File: src/rtl/aopwm_pkg.sv
`default_nettype none

package aopwm_pkg;

  localparam int DEF_MAX_LEN      = 8;
  localparam int DEF_SAMPLE_WIDTH = 32;

  localparam int CFG_ADDR_W = 3;
  localparam int CFG_DATA_W = 32;
  localparam int CNT_W      = 32;

  // result beat layout, lowest bit first
  localparam int OUT_MATCH_LSB = 0;
  localparam int OUT_START_LSB = 1;
  localparam int OUT_TOTAL_LSB = OUT_START_LSB + CNT_W;
  localparam int OUT_FREQ_LSB  = OUT_TOTAL_LSB + CNT_W;
  localparam int OUT_BITS      = OUT_FREQ_LSB + 1;
  localparam int OUT_W         = ((OUT_BITS + 7) / 8) * 8;

  typedef enum logic [CFG_ADDR_W-1:0] {
    REG_PATTERN_LEN   = 3'd0,
    REG_PATTERN_RANKS = 3'd1,
    REG_MAX_RANK_DEV  = 3'd2,
    REG_MAX_TOTAL_DEV = 3'd3,
    REG_MIN_SUPPORT   = 3'd4
  } cfg_reg_e;

  typedef enum logic [1:0] {
    ST_IDLE,
    ST_CALC,
    ST_FINISH
  } state_e;

  typedef struct packed {
    logic accept;
    logic step;
    logic finish;
  } cmd_t;

  typedef struct packed {
    logic last_pos;
    logic out_free;
  } status_t;

  function automatic logic [3:0] pat_value(input logic [31:0] ranks, input int p);
    logic [31:0] sh;
    sh = '0;
    if (p < 8) begin
      sh = ranks >> (4 * p);
    end
    return sh[3:0];
  endfunction

endpackage

`default_nettype wire

File: src/rtl/approx_order_preserving_window_match_top.sv
// Order-preserving window matcher.
// Input stream: s_axis_tdata carries one two's complement sample, s_axis_tlast
// marks the last sample of a sequence. One result beat leaves on m_axis for
// every input beat; m_axis_tlast echoes the input's tlast.
// Result beat: window match flag, window start index, saturating match count
// and, on the last beat of a sequence, the frequent flag (count >= min_support).
// Configuration goes through cfg_we_i / cfg_addr_i / cfg_wdata_i, one register
// per cycle, and must be written only while the block is idle (unenforced).
// Ranking: an accepted sample steps through the pattern_len window positions
// (effective pattern_len, 2..MAX_LEN) in the rank unit, which compares each
// position against all window entries at once. The block takes no new sample
// until the current one has been ranked and its result loaded into the output
// register.
// A result waits in the output register; the next sample is accepted and
// ranked meanwhile, and only the final load stalls until m_axis_tready frees
// that register.
// Reset clears the configuration to its defaults, empties the window and
// zeroes the sample index and match count; sequence end does the same for
// the window fill, index and count.
`default_nettype none

module approx_order_preserving_window_match_top #(
  parameter int MAX_LEN      = aopwm_pkg::DEF_MAX_LEN,
  parameter int SAMPLE_WIDTH = aopwm_pkg::DEF_SAMPLE_WIDTH
) (
  input  logic                                   clk_i,
  input  logic                                   rst_ni,
  input  logic                                   cfg_we_i,
  input  logic [aopwm_pkg::CFG_ADDR_W-1:0]       cfg_addr_i,
  input  logic [aopwm_pkg::CFG_DATA_W-1:0]       cfg_wdata_i,
  input  logic                                   s_axis_tvalid,
  output logic                                   s_axis_tready,
  // sample, zero padded to bytes
  input  logic [((SAMPLE_WIDTH + 7) / 8) * 8-1:0] s_axis_tdata,
  input  logic                                   s_axis_tlast,
  output logic                                   m_axis_tvalid,
  input  logic                                   m_axis_tready,
  // window_match, window_start[31:0], match_total[31:0], is_frequent, zero pad
  output logic [aopwm_pkg::OUT_W-1:0]            m_axis_tdata,
  output logic                                   m_axis_tlast
);
  import aopwm_pkg::*;

  cmd_t    cmd;
  status_t status;

  logic             window_match, is_frequent;
  logic [CNT_W-1:0] window_start, match_total;

  aopwm_ctrl u_ctrl (
    .clk_i      (clk_i),
    .rst_ni     (rst_ni),
    .in_valid_i (s_axis_tvalid),
    .in_ready_o (s_axis_tready),
    .status_i   (status),
    .cmd_o      (cmd)
  );

  aopwm_datapath #(
    .MAX_LEN      (MAX_LEN),
    .SAMPLE_WIDTH (SAMPLE_WIDTH)
  ) u_datapath (
    .clk_i          (clk_i),
    .rst_ni         (rst_ni),
    .cmd_i          (cmd),
    .status_o       (status),
    .cfg_we_i       (cfg_we_i),
    .cfg_addr_i     (cfg_addr_i),
    .cfg_wdata_i    (cfg_wdata_i),
    .sample_i       (s_axis_tdata[SAMPLE_WIDTH-1:0]),
    .last_i         (s_axis_tlast),
    .out_ready_i    (m_axis_tready),
    .out_valid_o    (m_axis_tvalid),
    .window_match_o (window_match),
    .window_start_o (window_start),
    .match_total_o  (match_total),
    .is_frequent_o  (is_frequent),
    .sequence_end_o (m_axis_tlast)
  );

  assign m_axis_tdata = {(OUT_W - OUT_BITS)'(0), is_frequent, match_total,
                         window_start, window_match};

  a_busy_after_accept: assert property (
    @(posedge clk_i) disable iff (!rst_ni)
    (s_axis_tvalid && s_axis_tready) |=> !s_axis_tready
  ) else $error("input accepted while a sample is still being ranked");

  a_frequent_only_at_end: assert property (
    @(posedge clk_i) disable iff (!rst_ni)
    (m_axis_tvalid && m_axis_tdata[OUT_FREQ_LSB]) |-> m_axis_tlast
  ) else $error("frequent flag outside the last beat of a sequence");

  a_match_counted: assert property (
    @(posedge clk_i) disable iff (!rst_ni)
    (m_axis_tvalid && m_axis_tdata[OUT_MATCH_LSB]) |->
      (m_axis_tdata[OUT_TOTAL_LSB +: CNT_W] != '0)
  ) else $error("window match reported with zero match count");

endmodule

`default_nettype wire

File: src/rtl/aopwm_ctrl.sv
`default_nettype none

module aopwm_ctrl (
  input  logic              clk_i,
  input  logic              rst_ni,
  input  logic              in_valid_i,
  output logic              in_ready_o,
  input  aopwm_pkg::status_t status_i,
  output aopwm_pkg::cmd_t    cmd_o
);
  import aopwm_pkg::*;

  state_e state_q, state_d;

  always_ff @(posedge clk_i or negedge rst_ni) begin
    if (!rst_ni) begin
      state_q <= ST_IDLE;
    end else begin
      state_q <= state_d;
    end
  end

  always_comb begin
    state_d = state_q;
    case (state_q)
      ST_IDLE: begin
        if (in_valid_i) state_d = ST_CALC;
      end
      ST_CALC: begin
        if (status_i.last_pos) state_d = ST_FINISH;
      end
      ST_FINISH: begin
        if (status_i.out_free) state_d = ST_IDLE;
      end
      default: state_d = ST_IDLE;
    endcase
  end

  always_comb begin
    in_ready_o    = 1'b0;
    cmd_o         = '0;
    case (state_q)
      ST_IDLE: begin
        in_ready_o   = 1'b1;
        cmd_o.accept = in_valid_i;
      end
      ST_CALC: begin
        cmd_o.step = 1'b1;
      end
      ST_FINISH: begin
        cmd_o.finish = status_i.out_free;
      end
      default: ;
    endcase
  end

endmodule

`default_nettype wire

File: src/rtl/aopwm_datapath.sv
`default_nettype none

module aopwm_datapath #(
  parameter int MAX_LEN      = aopwm_pkg::DEF_MAX_LEN,
  parameter int SAMPLE_WIDTH = aopwm_pkg::DEF_SAMPLE_WIDTH
) (
  input  logic                             clk_i,
  input  logic                             rst_ni,
  input  aopwm_pkg::cmd_t                  cmd_i,
  output aopwm_pkg::status_t               status_o,
  input  logic                             cfg_we_i,
  input  logic [aopwm_pkg::CFG_ADDR_W-1:0] cfg_addr_i,
  input  logic [aopwm_pkg::CFG_DATA_W-1:0] cfg_wdata_i,
  input  logic [SAMPLE_WIDTH-1:0]          sample_i,
  input  logic                             last_i,
  input  logic                             out_ready_i,
  output logic                             out_valid_o,
  output logic                             window_match_o,
  output logic [aopwm_pkg::CNT_W-1:0]      window_start_o,
  output logic [aopwm_pkg::CNT_W-1:0]      match_total_o,
  output logic                             is_frequent_o,
  output logic                             sequence_end_o
);
  import aopwm_pkg::*;

  localparam int LEN_W = $clog2(MAX_LEN + 1);
  localparam int POS_W = $clog2(MAX_LEN);
  localparam int TOT_W = $clog2(MAX_LEN * MAX_LEN + 1);
  localparam int CMP_W = TOT_W + 8;

  logic [3:0]       cfg_len_q;
  logic [31:0]      cfg_ranks_q;
  logic [7:0]       cfg_max_dev_q;
  logic [7:0]       cfg_max_total_q;
  logic [CNT_W-1:0] cfg_min_sup_q;

  logic [SAMPLE_WIDTH-1:0] win_q [MAX_LEN];

  logic [LEN_W-1:0] fill_q;
  logic [CNT_W-1:0] idx_q, cur_idx_q, cnt_q;
  logic             last_q;
  logic [POS_W-1:0] pos_q;
  logic             fail_q;
  logic [TOT_W-1:0] total_q;

  logic             out_valid_q;
  logic             match_q, freq_q, end_q;
  logic [CNT_W-1:0] start_q, mtotal_q;

  logic [LEN_W-1:0]        len;
  logic [LEN_W-1:0]        win_idx;
  logic [SAMPLE_WIDTH-1:0] kp;
  logic [3:0]              vp, vq;
  logic [LEN_W-1:0]        wr, pr, dev;
  logic                    dup, dev_fail;
  logic                    full, hit;
  logic [CNT_W-1:0]        cnt_new;

  always_ff @(posedge clk_i or negedge rst_ni) begin
    if (!rst_ni) begin
      cfg_len_q       <= 4'd2;
      cfg_ranks_q     <= 32'd33;
      cfg_max_dev_q   <= 8'd0;
      cfg_max_total_q <= 8'd0;
      cfg_min_sup_q   <= 32'd1;
    end else if (cfg_we_i) begin
      case (cfg_reg_e'(cfg_addr_i))
        REG_PATTERN_LEN:   cfg_len_q       <= cfg_wdata_i[3:0];
        REG_PATTERN_RANKS: cfg_ranks_q     <= cfg_wdata_i;
        REG_MAX_RANK_DEV:  cfg_max_dev_q   <= cfg_wdata_i[7:0];
        REG_MAX_TOTAL_DEV: cfg_max_total_q <= cfg_wdata_i[7:0];
        REG_MIN_SUPPORT:   cfg_min_sup_q   <= cfg_wdata_i;
        default: ;
      endcase
    end
  end

  always_comb begin
    if (cfg_len_q < 4'd2) begin
      len = LEN_W'(2);
    end else if (cfg_len_q > 4'(MAX_LEN)) begin
      len = LEN_W'(MAX_LEN);
    end else begin
      len = cfg_len_q[LEN_W-1:0];
    end
  end

  // rank of one window position per cycle
  always_comb begin
    win_idx = len - LEN_W'(1) - LEN_W'(pos_q);
    kp      = win_q[win_idx[POS_W-1:0]];
    vp      = pat_value(cfg_ranks_q, int'(pos_q));
    wr      = LEN_W'(1);
    pr      = LEN_W'(1);
    dup     = 1'b0;
    vq      = '0;
    for (int j = 0; j < MAX_LEN; j++) begin
      vq = pat_value(cfg_ranks_q, j);
      if (LEN_W'(j) < len) begin
        if ($signed(win_q[j]) < $signed(kp)) wr = wr + LEN_W'(1);
        if ((LEN_W'(j) != win_idx) && (win_q[j] == kp)) dup = 1'b1;
        if ((vq < vp) || ((vq == vp) && (j < int'(pos_q)))) pr = pr + LEN_W'(1);
      end
    end
    dev      = (wr > pr) ? (wr - pr) : (pr - wr);
    dev_fail = CMP_W'(dev) > CMP_W'(cfg_max_dev_q);
  end

  assign status_o.last_pos = (LEN_W'(pos_q) == (len - LEN_W'(1)));
  assign status_o.out_free = !out_valid_q || out_ready_i;

  assign full    = (fill_q >= len);
  assign hit     = full && !fail_q && (CMP_W'(total_q) <= CMP_W'(cfg_max_total_q));
  assign cnt_new = (hit && (cnt_q != '1)) ? (cnt_q + CNT_W'(1)) : cnt_q;

  always_ff @(posedge clk_i) begin
    if (cmd_i.accept) begin
      for (int i = MAX_LEN - 1; i > 0; i--) begin
        win_q[i] <= win_q[i-1];
      end
      win_q[0] <= sample_i;
    end
  end

  always_ff @(posedge clk_i or negedge rst_ni) begin
    if (!rst_ni) begin
      fill_q    <= '0;
      idx_q     <= '0;
      cur_idx_q <= '0;
      cnt_q     <= '0;
      last_q    <= 1'b0;
      pos_q     <= '0;
      fail_q    <= 1'b0;
      total_q   <= '0;
    end else begin
      if (cmd_i.accept) begin
        if (fill_q != LEN_W'(MAX_LEN)) fill_q <= fill_q + LEN_W'(1);
        idx_q     <= idx_q + CNT_W'(1);
        cur_idx_q <= idx_q;
        last_q    <= last_i;
        pos_q     <= '0;
        fail_q    <= 1'b0;
        total_q   <= '0;
      end
      if (cmd_i.step) begin
        pos_q   <= pos_q + POS_W'(1);
        fail_q  <= fail_q | dup | dev_fail;
        total_q <= total_q + TOT_W'(dev);
      end
      if (cmd_i.finish) begin
        if (last_q) begin
          fill_q <= '0;
          idx_q  <= '0;
          cnt_q  <= '0;
        end else begin
          cnt_q  <= cnt_new;
        end
      end
    end
  end

  always_ff @(posedge clk_i or negedge rst_ni) begin
    if (!rst_ni) begin
      out_valid_q <= 1'b0;
    end else if (cmd_i.finish) begin
      out_valid_q <= 1'b1;
    end else if (out_ready_i) begin
      out_valid_q <= 1'b0;
    end
  end

  always_ff @(posedge clk_i) begin
    if (cmd_i.finish) begin
      match_q  <= hit;
      start_q  <= full ? (cur_idx_q - CNT_W'(len - LEN_W'(1))) : '0;
      mtotal_q <= cnt_new;
      freq_q   <= last_q && (cnt_new >= cfg_min_sup_q);
      end_q    <= last_q;
    end
  end

  assign out_valid_o    = out_valid_q;
  assign window_match_o = match_q;
  assign window_start_o = start_q;
  assign match_total_o  = mtotal_q;
  assign is_frequent_o  = freq_q;
  assign sequence_end_o = end_q;

endmodule

`default_nettype wire

File: config.mk
export PLATFORM = sky130hd
export DESIGN_NAME = approx_order_preserving_window_match_top
export DESIGN_NICKNAME = d
export VERILOG_FILES = /design/src/rtl/aopwm_pkg.sv /design/src/rtl/approx_order_preserving_window_match_top.sv /design/src/rtl/aopwm_ctrl.sv /design/src/rtl/aopwm_datapath.sv
export SDC_FILE = /design/constraint.sdc
export NUM_CORES = 1
export LEC_CHECK = 0
export BUFFER_PORTS_ARGS = -buffer_cell sky130_fd_sc_hd__buf_2
export CORE_MARGIN = 1
export CORE_UTILIZATION = 63
export CTS_CLUSTER_SIZE = 8
export DETAILED_ROUTE_END_ITERATION = 10
export GPL_TIMING_DRIVEN = 0
export HOLD_SLACK_MARGIN = 0.08
export PLACE_DENSITY = 0.81
export SYNTH_ARGS = -nofsm -noshare
export SYNTH_HDL_FRONTEND = slang
export SYNTH_SLANG_ARGS = --single-unit
File: constraint.sdc
create_clock -name clk_i -period 11.8 [get_ports clk_i]
set_input_delay 0 -clock clk_i [delete_from_list [all_inputs] [get_ports clk_i]]
set_output_delay 0 -clock clk_i [all_outputs]
set_load 0.02 [all_outputs]
==> impl_metrics.json <==
{
  "status": "finished clean",
  "slew-limit-headroom": 0.146,
  "critPathMostFrequentCell": "ha_1",
  "fin_crit_sh": 0.969,
  "synth_cells": 2655,
  "pre_cts_ws_ps": -1630,
  "required_ps": 12260,
  "final_nets": 3489,
  "chipHeight_um": 224,
  "gp_congestion": 0.935,
  "grt_use_met3": 0.0505,
  "crit_slowest_cell": "fa_2",
  "ys_seq_elements": 522,
  "hold_path.class": "in -> reg",
  "worstPathArrival_ps": 11900,
  "drc": 0,
  "die_area_sq_um": 50300,
  "path_clk_slew_ps": 60,
  "clock.fmax_mhz": 87.4,
  "ys_warn_count": 0,
  "overflow": 0,
  "fp.coreArea_sq_um": 48800,
  "fin_skew_ps": 25.1,
  "root_buffer": "clkbuf_16",
  "grt_use_met1": 0.412,
  "clkSinkCount": 522,
  "cts_tree": "done",
  "design_area_sq_um": 36500,
  "start_util": 0.637,
  "via_per_inst": 6.30,
  "yosys-top-cells-area": "edfxtp_1 (31%), ha_1 (16%), dfrtp_1 (16%), mux4_2 (5.2%), nand2_1 (3.4%)",
  "cp-start-kind": "register",
  "yosys.cell_types.count": 88,
  "synthTopCellsByCount": "ha_1 (399), edfxtp_1 (323), nand2_1 (284)",
  "grt_pass1_wl_um": 127000,
  "io_pins": 148,
  "syn_area_per_cell_sq_um": 11.7,
  "routed_wl_um": 81000,
  "synth-seq-area-share": 0.472,
  "insertion_delay_ps": 620,
  "port-buffer-count": 141,
  "drive_above_1_share": 0.156,
  "placed_area_sq_um": 32900,
  "hold_viol": 0,
  "avgRoutedWirePerCell_um": 21.8,
  "maxCapViolations": 0,
  "cts_buffers": 75,
  "slowest_delay_ps": 630,
  "grt_antenna_before_repair": 1,
  "grt_usage": 0.326,
  "htreeDepth": 3,
  "tightestPinTransition_ps": 1270,
  "num_vias": 23400,
  "crit_type": "reg -> reg",
  "worst_slack_ps": 362,
  "n_fill_cell": 3154,
  "crit_path_max_fanout": 10,
  "drtIter0Drc": 1993,
  "drtPass1Iterations": 6,
  "grt.busiest_layer": "met2",
  "drv_slew": 0,
  "cts.path.max_buffers": 3,
  "grt_pass1_vias": 23800,
  "synth_largest_area_cell": "edfxtp_1",
  "grt_util_met2": 0.560,
  "synth_most_common_cell": "ha_1",
  "ys.flop_type": "edfxtp_1",
  "rows": 81,
  "dp_hpwl_um": 57300,
  "end_kind": "register",
  "synth_area_sq_um": 31100,
  "synth-edff-count": 323,
  "yosysTopAreaCellShare": 0.312,
  "final-setup-viol-count": 0,
  "utilization": 0.748,
  "layout_min_cycle_time_ps": 11440,
  "area_growth_pct": 17.5,
  "die_width_um": 224,
  "grt_max_degree": 108,
  "antenna_left": 0,
  "ys_async_sr_fraction": 0.381
}
-- kinds of logic (layout without fill, tap and decap cells) --
group,after synthesis,count (layout),share of synthesized area
compound gates,513,513,0.104
flops,522,522,0.472
mux,165,165,0.0849
simple gates,731,731,0.113
other cells,2,35,0.000242
fa+ha+maj,404,404,0.164
buf+inv,197,561,0.0248
xor+xnor,121,121,0.0371
-- through the flow --
stage	cells	TNS (ps)	hold WS, ps
floorplan	2687	0	-296
finish	3716	0	96.6
global placement	3492	-56830	178
CTS	3697	0	82.3
global route	3716	-105	95.7
detailed placement	3498	-7010	54.7
-- worst paths after layout --
path | start | to | slack [ps] | depth (start not counted)
max | u_datapath.cfg_len_q[3]$_DFFE_PN0P_ | u_datapath.fail_q$_DFFE_PN0P_ | 360 | 46
min | s_axis_tdata[2] | u_datapath.win_q[0][2]$_DFFE_PP_ | 100 | 2
max reg2reg | u_datapath.cfg_len_q[3]$_DFFE_PN0P_ | u_datapath.fail_q$_DFFE_PN0P_ | 360 | 46
min reg2reg | u_datapath.win_q[4][0]$_DFFE_PP_ | u_datapath.win_q[5][0]$_DFFE_PP_ | 460 | 0
max in group asynchronous | rst_ni | u_datapath.cur_idx_q[8]$_DFFE_PN0P_ | 10690 | 4
min in group asynchronous | rst_ni | u_datapath.cfg_ranks_q[0]$_DFFE_PN1P_ | 510 | 3
-- critical path, delay by kind of cell (launching register included) --
| family | cells | cell delay [ps] |
|---|---|---|
| AOI/OAI and AO/OA | 14 | 2660 |
| xor gates and xnor gates | 1 | 170 |
| adders and majority gates | 9 | 3080 |
| buffers and inverters | 6 | 1180 |
| DFF | 1 | 390 |
| muxes | 4 | 1310 |
| and+or+nand+nor | 12 | 2440 |
-- metal layers --
| metal | vias up | wire, um |
|---|---|---|
| met1 | 11600 | 32700 |
| met3 | 207 | 4800 |
| met4 | 0 | 3010 |
| met2 | 927 | 40600 |
| met5 | - | 0 |
| li1 | 10700 | - |
-- sequential cells by signal (all words and copies together) (netlist names), 2 cells and up --
| name | cells |
|---|---|
| u_datapath.win_q | 256 |
| u_datapath.cfg_min_sup_q | 32 |
| u_datapath.cfg_len_q | 4 |
| u_datapath.cnt_q | 32 |
| u_datapath.window_start_o | 32 |
| u_datapath.cfg_ranks_q | 32 |
| u_datapath.cur_idx_q | 32 |
| u_datapath.total_q | 7 |
| u_datapath.idx_q | 32 |
| u_datapath.pos_q | 3 |
| u_datapath.match_total_o | 32 |
| u_ctrl.state_q | 2 |
| u_datapath.cfg_max_total_q | 8 |
| u_datapath.fill_q | 4 |
| u_datapath.cfg_max_dev_q | 8 |
-- cell usage in the layout (no fill, tap or decap), types with 11 or more instances in the layout --
cell type      synthesis  layout
dlygate4sd3_1          0      79
nand4_1               78      78
nor4_1                13      11
a22o_1                14      14
nor3_1                27      26
nor2b_1               32      32
a31oi_1               15      15
buf_4                  8      33
clkbuf_1              55      74
o21a_1                27      27
mux2i_4                2      31
o31ai_1               17      17
xnor2_1               60      60
a21oi_1              140     138
ha_1                 399     398
nor2_1               125     125
a21o_1                61      61
conb_1                 2      34
o21ai_0              151     150
and3_1                29      29
mux2_2                50      50
xor2_1                54      53
mux4_2                72      72
edfxtp_1             323     323
nand2b_1              29      29
nand3_1               61      61
buf_2                  1     142
nand2_1              284     284
inv_1                121     120
clkbuf_16              0      77
dfrtp_1              195     195
-- repair_timing --
item,CTS,global route
resized for setup,97,25
endpoints found under the hold margin,320,0
pin swaps,0,3
hold buffers,80,0
setup buffers,3,18
gates cloned,0,0
setup endpoints to repair,7,4
-- layout make-up --
cell class | instances | area [sq um] | area share
multi-input combinational | 1968 | 16200 | 0.444
sequential | 522 | 14700 | 0.402
clock buffer | 110 | 2060 | 0.0564
timing repair buffer | 248 | 1850 | 0.0506
tap | 664 | 831 | 0.0227
inverter | 122 | 458 | 0.0125
buffer | 75 | 384 | 0.0105
clock inverter | 6 | 63.8 | 0.00175
antenna | 1 | 2.50 | 0.0000685
Power is not shown: default switching activity piles up to over one toggle a cycle in this logic, so the estimate is an artifact.
